<file path="src/rtl/skf_pkg.sv">
`timescale 1ns / 1ps

package skf_pkg;

  localparam int unsigned DataW = 32;
  localparam int unsigned GainW = 17;
  localparam int unsigned OutW  = 88;
  localparam int unsigned DivSteps = GainW;
  localparam int unsigned CntW  = $clog2(DivSteps + 1);

  localparam logic [GainW-1:0] OneQ16  = 17'h10000;
  localparam logic [DataW-1:0] VarMax  = 32'hFFFF_FFFF;

  localparam logic [DataW-1:0] ProcessNoiseRst     = 32'd655;
  localparam logic [DataW-1:0] MeasurementNoiseRst = 32'd655;
  localparam logic [DataW-1:0] InitialVarianceRst  = 32'd6554;

  typedef enum logic [1:0] {
    CfgProcessNoise     = 2'd0,
    CfgMeasurementNoise = 2'd1,
    CfgInitialVariance  = 2'd2
  } cfg_idx_e;

  function automatic logic [DataW-1:0] sat_add(input logic [DataW-1:0] a,
                                               input logic [DataW-1:0] b);
    logic [DataW:0] s;
    s = {1'b0, a} + {1'b0, b};
    return s[DataW] ? VarMax : s[DataW-1:0];
  endfunction

endpackage

</file>
<file path="src/rtl/scalar_kalman_filter.sv">
`timescale 1ns / 1ps
// Scalar Kalman filter, Q16.16 fixed point, Joseph-form variance update.
// Input stream: tuser is the command (0 = measurement, 1 = restart), tdata
// the signed Q16.16 sample. Output stream: one request per input request
// with estimate, posterior variance and Q1.16 gain packed in tdata.
// Configuration: write channel with a 2-bit register index (0 = process
// noise Q, 1 = measurement noise R, 2 = initial variance); other indices
// are ignored. Write only while the filter is idle.
// Processing: a measurement passes through the accept step, one add, 17
// steps of the restoring gain divider, one setup step, five passes through
// the single shared 32x32 multiplier, one sum and the output step. A
// restart goes from the accept step straight to the output step. The
// result appears in the same cycle that input is ready again.
// The input is not ready while a request is in work. A finished result
// waits in the output register; if the receiver stalls, the filter holds
// in its final step until the register drains, so no result is lost.
// Reset clears the prior estimate to 0, loads the prior variance and
// registers with their defaults and drops any pending result.
module scalar_kalman_filter
  import skf_pkg::*;
(
  input  logic             clk_i,
  input  logic             rst_ni,
  input  logic             s_axis_tvalid,
  output logic             s_axis_tready,
  input  logic [31:0]      s_axis_tdata,  // [31:0] sample_value
  input  logic             s_axis_tuser,  // [0] cmd
  output logic             m_axis_tvalid,
  input  logic             m_axis_tready,
  output logic [OutW-1:0]  m_axis_tdata,  // [31:0] estimate, [63:32] posterior_variance,
                                          // [80:64] gain, [87:81] zero
  input  logic             cfg_valid_i,
  output logic             cfg_ready_o,
  input  logic [1:0]       cfg_index_i,
  input  logic [DataW-1:0] cfg_data_i
);

  typedef enum logic [3:0] {
    ST_IDLE, ST_DEN, ST_DIV, ST_FIX, ST_M1, ST_M2, ST_M3, ST_M4, ST_M5, ST_M6, ST_FIN
  } state_e;

  state_e                   state_q;
  logic                     cmd_q;
  logic signed [DataW-1:0]  z_q, x_q, est_q;
  logic [DataW-1:0]         p_q, qn_q, rn_q, iv_q;
  logic [DataW:0]           den_q;
  logic [DataW+1:0]         rem_q;
  logic [GainW-1:0]         quo_q, k_q;
  logic [CntW-1:0]          cnt_q;
  logic [DataW-1:0]         mag_q, t1_q, post_q;
  logic                     neg_q;
  logic [2*DataW-1:0]       prod_q;
  logic                     m_valid_q;
  logic [OutW-1:0]          m_data_q;

  logic [DataW:0]           diff, diff_neg;
  logic [DataW-1:0]         mag;
  logic [GainW-1:0]         j;
  logic [DataW-1:0]         mul_a, mul_b;
  logic [2*DataW-1:0]       mul_p;
  logic                     rem_ge;
  logic [DataW+1:0]         rem_sub;
  logic [48:0]              rnd;
  logic [DataW:0]           qmag;
  logic [DataW+1:0]         est_w;
  logic signed [DataW-1:0]  est_c;
  logic [DataW-1:0]         t2;
  logic                     out_free;

  assign s_axis_tready = (state_q == ST_IDLE);
  assign cfg_ready_o   = 1'b1;
  assign m_axis_tvalid = m_valid_q;
  assign m_axis_tdata  = m_data_q;
  assign out_free      = !m_valid_q || m_axis_tready;

  assign diff     = {z_q[DataW-1], z_q} - {x_q[DataW-1], x_q};
  assign diff_neg = '0 - diff;
  assign mag      = diff[DataW] ? diff_neg[DataW-1:0] : diff[DataW-1:0];
  assign j        = OneQ16 - k_q;

  always_comb begin
    case (state_q)
      ST_M1: begin
        mul_a = {16'd0, k_q[15:0]};
        mul_b = mag_q;
      end
      ST_M2: begin
        mul_a = {16'd0, j[15:0]};
        mul_b = {16'd0, j[15:0]};
      end
      ST_M3: begin
        mul_a = prod_q[DataW-1:0];
        mul_b = p_q;
      end
      ST_M4: begin
        mul_a = {16'd0, k_q[15:0]};
        mul_b = {16'd0, k_q[15:0]};
      end
      ST_M5: begin
        mul_a = prod_q[DataW-1:0];
        mul_b = rn_q;
      end
      default: begin
        mul_a = '0;
        mul_b = '0;
      end
    endcase
  end
  assign mul_p = {32'd0, mul_a} * {32'd0, mul_b};

  assign rem_ge  = rem_q >= {1'b0, den_q};
  assign rem_sub = rem_ge ? (rem_q - {1'b0, den_q}) : rem_q;

  assign rnd   = prod_q[48:0] + 49'd65535;
  assign qmag  = k_q[16] ? {1'b0, mag_q} : (neg_q ? rnd[48:16] : prod_q[48:16]);
  assign est_w = neg_q ? ({{2{x_q[DataW-1]}}, x_q} - {1'b0, qmag})
                       : ({{2{x_q[DataW-1]}}, x_q} + {1'b0, qmag});
  always_comb begin
    if (est_w[33:31] == 3'b000 || est_w[33:31] == 3'b111) begin
      est_c = est_w[DataW-1:0];
    end else if (est_w[33]) begin
      est_c = 32'sh8000_0000;
    end else begin
      est_c = 32'sh7FFF_FFFF;
    end
  end

  assign t2 = k_q[16] ? rn_q : prod_q[2*DataW-1:DataW];

  always_ff @(posedge clk_i or negedge rst_ni) begin
    if (!rst_ni) begin
      qn_q <= ProcessNoiseRst;
      rn_q <= MeasurementNoiseRst;
      iv_q <= InitialVarianceRst;
    end else if (cfg_valid_i && cfg_ready_o) begin
      case (cfg_index_i)
        CfgProcessNoise:     qn_q <= cfg_data_i;
        CfgMeasurementNoise: rn_q <= cfg_data_i;
        CfgInitialVariance:  iv_q <= cfg_data_i;
        default: ;
      endcase
    end
  end

  always_ff @(posedge clk_i or negedge rst_ni) begin
    if (!rst_ni) begin
      state_q   <= ST_IDLE;
      x_q       <= '0;
      p_q       <= InitialVarianceRst;
      m_valid_q <= 1'b0;
      cnt_q     <= '0;
    end else begin
      if (m_axis_tready && state_q != ST_FIN) begin
        m_valid_q <= 1'b0;
      end
      case (state_q)
        ST_IDLE: begin
          if (s_axis_tvalid) begin
            cmd_q   <= s_axis_tuser;
            z_q     <= s_axis_tdata;
            state_q <= s_axis_tuser ? ST_FIN : ST_DEN;
          end
        end
        ST_DEN: begin
          den_q   <= {1'b0, p_q} + {1'b0, rn_q};
          rem_q   <= {2'b00, p_q};
          quo_q   <= '0;
          cnt_q   <= '0;
          state_q <= ST_DIV;
        end
        ST_DIV: begin
          rem_q <= {rem_sub[DataW:0], 1'b0};
          quo_q <= {quo_q[GainW-2:0], rem_ge};
          cnt_q <= cnt_q + 1'b1;
          if (cnt_q == CntW'(DivSteps - 1)) begin
            state_q <= ST_FIX;
          end
        end
        ST_FIX: begin
          k_q     <= (den_q == '0) ? '0 : quo_q;
          mag_q   <= mag;
          neg_q   <= diff[DataW];
          state_q <= ST_M1;
        end
        ST_M1: begin
          prod_q  <= mul_p;
          state_q <= ST_M2;
        end
        ST_M2: begin
          est_q   <= est_c;
          prod_q  <= mul_p;
          state_q <= ST_M3;
        end
        ST_M3: begin
          prod_q  <= mul_p;
          state_q <= ST_M4;
        end
        ST_M4: begin
          t1_q    <= j[16] ? p_q : prod_q[2*DataW-1:DataW];
          prod_q  <= mul_p;
          state_q <= ST_M5;
        end
        ST_M5: begin
          prod_q  <= mul_p;
          state_q <= ST_M6;
        end
        ST_M6: begin
          post_q  <= sat_add(t1_q, t2);
          state_q <= ST_FIN;
        end
        ST_FIN: begin
          if (out_free) begin
            m_valid_q <= 1'b1;
            state_q   <= ST_IDLE;
            if (cmd_q) begin
              x_q      <= z_q;
              p_q      <= iv_q;
              m_data_q <= {7'd0, 17'd0, iv_q, z_q};
            end else begin
              x_q      <= est_q;
              p_q      <= sat_add(post_q, qn_q);
              m_data_q <= {7'd0, k_q, post_q, est_q};
            end
          end
        end
        default: state_q <= ST_IDLE;
      endcase
    end
  end

  a_gain_range: assert property (@(posedge clk_i) disable iff (!rst_ni)
    m_axis_tvalid |-> (m_axis_tdata[80:64] <= OneQ16))
    else $error("gain above unity");

  a_accept_busy: assert property (@(posedge clk_i) disable iff (!rst_ni)
    (s_axis_tvalid && s_axis_tready) |=> (state_q != ST_IDLE))
    else $error("accepted request did not start");

  a_zero_den_gain: assert property (@(posedge clk_i) disable iff (!rst_ni)
    (state_q == ST_M1 && den_q == '0) |-> (k_q == '0))
    else $error("nonzero gain with zero denominator");

  a_div_count: assert property (@(posedge clk_i) disable iff (!rst_ni)
    (state_q == ST_DIV) |-> (cnt_q < CntW'(DivSteps)))
    else $error("divider step count overrun");

endmodule

</file>
<file path="config.mk">
export PLATFORM = sky130hd
export DESIGN_NAME = scalar_kalman_filter
export DESIGN_NICKNAME = d
export VERILOG_FILES = /design/src/rtl/skf_pkg.sv /design/src/rtl/scalar_kalman_filter.sv
export SDC_FILE = /design/constraint.sdc
export NUM_CORES = 2
export LEC_CHECK = 0
export ABC_AREA = 1
export BUFFER_PORTS_ARGS = -buffer_cell sky130_fd_sc_hd__buf_4
export CAP_MARGIN = 20
export CORE_MARGIN = 2
export CORE_UTILIZATION = 25
export CTS_BUF_LIST = sky130_fd_sc_hd__clkbuf_4 sky130_fd_sc_hd__clkbuf_8 sky130_fd_sc_hd__clkbuf_16
export CTS_CLUSTER_DIAMETER = 100
export DETAILED_ROUTE_END_ITERATION = 10
export HOLD_SLACK_MARGIN = 0.15
export PLACE_DENSITY = 0.37
export SLEW_MARGIN = 5
export SYNTH_ARGS = -nofsm -noshare
export SYNTH_HDL_FRONTEND = slang
export SYNTH_SLANG_ARGS = --single-unit
export TNS_END_PERCENT = 1
</file>
<file path="constraint.sdc">
create_clock -name clk_i -period 9.22 [get_ports clk_i]
set_clock_uncertainty 0.1 [all_clocks]
set_input_delay 1.844 -clock clk_i [delete_from_list [all_inputs] [get_ports clk_i]]
set_output_delay 1.844 -clock clk_i [all_outputs]
set_load 0.05 [all_outputs]
</file>
# Yosys cells after proc, flatten, opt, wreduce, memory -nomap -nowiden
# Cells that the tools add are included.
dict set report op_classes {
  n_reduce_logical 26
  mux 26
  n_lt_le_gt_ge 1
  multipliers 1
  addsub 11
  eq_ne 18
}
# operator count
set ops {}
lappend ops {{32-bit 2-to-1 mux} 8}
lappend ops {{32-bit one-hot mux with 5 select lines} 1}
lappend ops {{32-bit by 32-bit adder with 33-bit output} 3}
lappend ops {{33-bit 2-to-1 mux} 3}
lappend ops {{32-bit one-hot mux with 3 select lines} 1}
lappend ops {{34-bit one-hot mux with 2 select lines} 1}
lappend ops {{32-bit by 32-bit multiplier with 64-bit output} 1}
lappend ops {{64-bit 2-to-1 mux} 1}
lappend ops {{49-bit by 16-bit adder with 49-bit output, second input constant} 1}
lappend ops {{4-bit one-hot mux with 11 select lines} 1}
lappend ops {{34-bit by 33-bit adder with 34-bit output} 1}
lappend ops {{34-bit by 33-bit >= comparator with 1-bit output} 1}
lappend ops {{34-bit 2-to-1 mux} 1}
lappend ops {{17-bit one-hot mux with 2 select lines} 1}
lappend ops {{34-bit by 33-bit subtractor with 34-bit output} 1}
lappend ops {{33-bit logical NOT} 1}
lappend ops {{32-bit by 32-bit subtractor with 33-bit output} 1}
lappend ops {{33-bit subtractor} 1}
lappend ops {{1-bit by 32-bit subtractor with 32-bit output, first input constant} 1}
lappend ops {{2-bit AND reduction} 11}
lappend ops {{17-bit subtractor, first input constant} 1}
lappend ops {{4-bit by 3-bit == test with 1-bit output, second input constant} 4}
lappend ops {{4-bit 2-to-1 mux} 4}
lappend ops {{4-bit == test, second input constant} 3}
lappend ops {{other kinds (21)} 30}
dict set report totals {
  elab_cells 105
  output_inout_bits 91
  register_bits 585
}

# Depth between registers and ports, before layout
dict set report logic_depth {
  depth_word 8
  mapped_depth 45
}

# Worst setup path after synthesis
# Ideal clock, no wire load.
dict set report synth_timing {
  path_type {flip-flop to flip-flop}
  from {reg k_q[1]}
  to {reg prod_q[53], data pin}
  stages_incl_launch_ff 42
  setup_slack_ns 0.643
  t_arrival_ns 8.212
  synth_period_minus_slack_ns 8.577
  cell_sequence {edfxtp_1 > inv_1 > ha_1 > inv_1 > nor2_1 > inv_1 > nor3_2 > nand2_1 > nor2_1 > nand2_1 > nor2_2 > nand3_1 > o21ai_0 > nand3_1 > nand2_1 > clkbuf_1 > nand2_1 > fa_1 > [6 not listed] > fa_1 > inv_1 > fa_1 > inv_1 > fa_1 > fa_1 > ha_1 > clkbuf_1 > a21oi_1 > o21ai_0 > a21oi_1 > nand3_1 > a21oi_1 > o21ai_0 > nand3_1 > and2_1 > o21ai_0 > xor2_1}
}
dict set report synth_via {
  elab_chain_len 3
  word_cells_on_any_way 4
  classes_between {add/sub (1); mul (1); mux (2)}
}
# element line_no
set synth_lines {}
lappend synth_lines {{start: declaration} scalar_kalman_filter.sv:48} ;# logic [GainW-1:0] quo_q, k_q;
lappend synth_lines {{start signal: assignment} scalar_kalman_filter.sv:180} ;# k_q <= (den_q == '0) ? '0 : quo_q;
lappend synth_lines {{17-bit subtractor} scalar_kalman_filter.sv:79} ;# assign j = OneQ16 - k_q;
lappend synth_lines {{32-bit one-hot mux with 5 select lines or 32-bit one-hot mux with 3 select lines (tied branches)} scalar_kalman_filter.sv:82} ;# case (state_q)
lappend synth_lines {{32-bit by 32-bit multiplier with 64-bit output (*)} scalar_kalman_filter.sv:109} ;# assign mul_p = {32'd0, mul_a} * {32'd0, mul_b};
lappend synth_lines {{net mul_p[53]} scalar_kalman_filter.sv:60} ;# logic [2*DataW-1:0] mul_p;
lappend synth_lines {{end signal: assignment} scalar_kalman_filter.sv:186} ;# prod_q <= mul_p;
lappend synth_lines {{end signal: assignment} scalar_kalman_filter.sv:191} ;# prod_q <= mul_p;
lappend synth_lines {{end signal: assignment} scalar_kalman_filter.sv:195} ;# prod_q <= mul_p;
lappend synth_lines {{end: declaration} scalar_kalman_filter.sv:52} ;# logic [2*DataW-1:0] prod_q;
# The timed path passes the listed nets; every way through them passes the cells marked *.
# A chain may end at the register's enable or synchronous reset.

# Final worst setup path
dict set report layout_timing {
  from {reg k_q[1]}
  to {reg prod_q[62], data pin}
}
# The elaborated chain is that of the path after synthesis.

==> impl_metrics.tcl <==
set metrics [dict create \
    outcome "finished clean" \
    post-route-util_pct 29.6 \
    final_hold_viol_count 0 \
    synthFlopType "edfxtp_1" \
    synth_edf_count 408 \
    routed_wl_um 317000 \
    yosysMostFrequentCell "nand2_1" \
    fmax_ghz 0.111 \
    fin_nets 10676 \
    relSlewSlack_pct 29.8 \
    seq_area_frac_synth_pct 23.5 \
    synth_cells 8767 \
    cts-root-buf "clkbuf_16" \
    numCtsBuffers 74 \
    powerDensity_mw_per_mm2 295 \
    die_h_um 534 \
    crit_end "prod_q[62]" \
    crit_slowest_cell "fa_1" \
    port_buffers 154 \
    period_share_pct 98.0 \
    drtPass1Iterations 6 \
    grt_first_pass_wirelength_um 457000 \
    postRouteAntennaNets 0 \
    cp.required_ps 9540 \
    grt_max_degree 97 \
    start_kind "flip-flop" \
    gp_congestion 0.931 \
    yosysTopAreaCell "fa_1" \
    yosys_warnings 0 \
    ys_ff_latch 578 \
    grt_overflow 0 \
    endpoint_kind "flip-flop" \
    fp.dieW_um 534 \
    grt_usage_pct 22.0 \
    ir_drop_uv 190 \
    crit_path_max_incr_delay_ps 570 \
    viasPerCell 4.62 \
    rrSetupSlack_ps 180 \
    worstSetupStartpoint "k_q[1]" \
    r2r_cells 43 \
    synthToLayoutAreaGrowth_pct 17.8 \
    critPathBufInv 13 \
    wl_per_cell_um 24.4 \
    final.setup.tns_ps 0 \
    placed_area_sq_mm 0.0794 \
    initial_core_util_pct 25.2 \
    synth_top_area_share_pct 25.7 \
    finalNonFillerCells 13028 \
    ios 163 \
    synthArstFlopShare_pct 29.4 \
    cts_tree "yes" \
    cp_top_family "adder cells" \
    max_slew.worst_pin.slew_ps 1050 \
    dp_hpwl_um 268000 \
    fin_crit_ps 9040 \
    avgSynthCellArea_sq_um 8.02 \
    rsz0062_at_grt "yes" \
    cts.clk_slew.worst_paths_ps 60 \
    cts.sinks 578 \
    leakage_nw 40.5 \
    cap_violations 0 \
    worstReg2RegEnd "prod_q[62]" \
    synth_commonest_cells "nand2_1 (2094), inv_1 (1824), fa_1 (902)" \
    drt_iter0_drc 4513 \
    drive_above_1_share_pct 11.7 \
    grt_pass1_vias 63021 \
    antenna_found_initial 13 \
    cp_num_cells 43 \
    placedCellCount 12875 \
    stdcell_area_sq_mm 0.0829 \
    hold_ws_ps 386 \
    dieArea_sq_mm 0.286 \
    core_area_sq_mm 0.280 \
    cp_max_fo 7 \
    hold_class "flip-flop to flip-flop" \
    r2r_start "k_q[1]" \
    cts_max_level 3 \
    setup_viol 0 \
    rows 194 \
    synth_area_sq_mm 0.0704 \
    worst-setup-path-type "flip-flop to flip-flop" \
    drc 0 \
    critPathArrivalTime_ps 9360 \
    ys_types 65 \
    clockBufferDepth 3 \
    vias 60166 \
    insertion_delay_ps 690 \
    synth_area_leaders "fa_1 (26%), edfxtp_1 (17%), nand2_1 (11%), inv_1 (9.7%), ha_1 (8.2%)" \
    finalMaxSlewViolations 0 \
    fill_cells 30467 \
]
-- layer usage --
layer  vias to the layer above  part of all wire [%]  track usage [%]
met1                     30403                    44             29.5
met4                         0                   3.1             6.04
met2                      1505                    49             37.9
met3                       306                   4.3             1.87
li1                      27952                     -                -
met5                         -                     0                0
-- state kept, by name, summed over array words and instances, names as in the netlist --
signal	flops
cmd_q	1
cnt_q	5
den_q	33
est_q	32
iv_q	32
k_q	17
m_axis_tdata	81
m_axis_tvalid	1
mag_q	32
neg_q	1
p_q	32
post_q	32
prod_q	64
qn_q	32
quo_q	17
rem_q	34
rn_q	32
state_q	4
t1_q	32
x_q	32
z_q	32
-- per-stage QoR --
stage	setup WS [ps]	power (W)
5_1_grt	-270	0.0263
3_3_place_gp	-404	0.0210
4_1_cts	-23.1	0.0244
2_1_floorplan	643	0.0134
6_report	183	0.0245
3_5_place_dp	-347	0.0209
-- kinds of logic (layout without fill, tap and decap cells) --
kind of cell | count (synthesis) | after routing | share of synthesized area, %
xor+xnor | 274 | 274 | 3.43
fa+ha+maj | 1364 | 1364 | 33.9
other cells | 2 | 14 | 0.0107
buf+inv | 2136 | 2661 | 11.6
compound gates | 1072 | 1072 | 8.56
flops | 578 | 578 | 23.5
simple gates | 3341 | 3341 | 19.0
-- worst min path at each step --
stage	to	start	cells past startpoint
2_1_floorplan	cnt_q[4]	cnt_q[4]	1
3_3_place_gp	cnt_q[4]	cnt_q[4]	1
3_5_place_dp	iv_q[27]	iv_q[27]	2
4_1_cts	iv_q[27]	iv_q[27]	2
5_1_grt	cnt_q[4]	cnt_q[4]	1
6_report	iv_q[27]	iv_q[27]	2
-- area by class of cell --
cell class	count	area (sq um)	share of cell area [%]
multi-input cells	6059	46500	56.1
flip-flops and latches	578	16500	20.0
inverters	1845	6930	8.36
repair buffers	682	5590	6.74
well taps	3724	4660	5.62
clock buffers	87	2010	2.42
clock inverters	47	658	0.794
diodes	6	15.0	0.0181
-- power breakdown --
part           leakage, nW  switching [W]  internal, W
logic                 33.4         0.0111      0.00570
clock network         1.31        0.00131      0.00192
registers             5.79       0.000630      0.00384
-- layout by cell type (no fill, tap or decap), drive strengths merged, types with 8 or more instances in the layout --
cell type,n
a21boi,17
a21o,26
a21oi,352
a221oi,34
a31oi,42
buf,681
bufinv,12
clkbuf,88
clkinv,37
conb,8
dfrtp,144
dfstp,26
edfxtp,408
fa,902
ha,462
inv,1836
nand2,2114
nand3,192
nand3b,9
nand4,58
nor2,853
nor3,68
nor4,33
o211ai,26
o21a,31
o21ai,471
o21bai,24
o22ai,26
xnor2,99
xor2,175
-- worst reg2reg max path: cells and delay by family, from the launching register on --
kind	cells	cell delay, ps
flops	1	400
compound gates	2	270
fa+ha+maj	10	4600
simple gates	17	2050
xor+xnor	1	160
buf+inv	13	1250
-- what timing repair did --
action / 4_1_cts / 5_1_grt
pin swaps: 16 / 51
buffers inserted: 5 / 9
setup endpoints to repair: 31 / 39
gates resized for setup: 46 / 141
hold buffers: 0 / 0
Power figures use the tool's default switching activity.
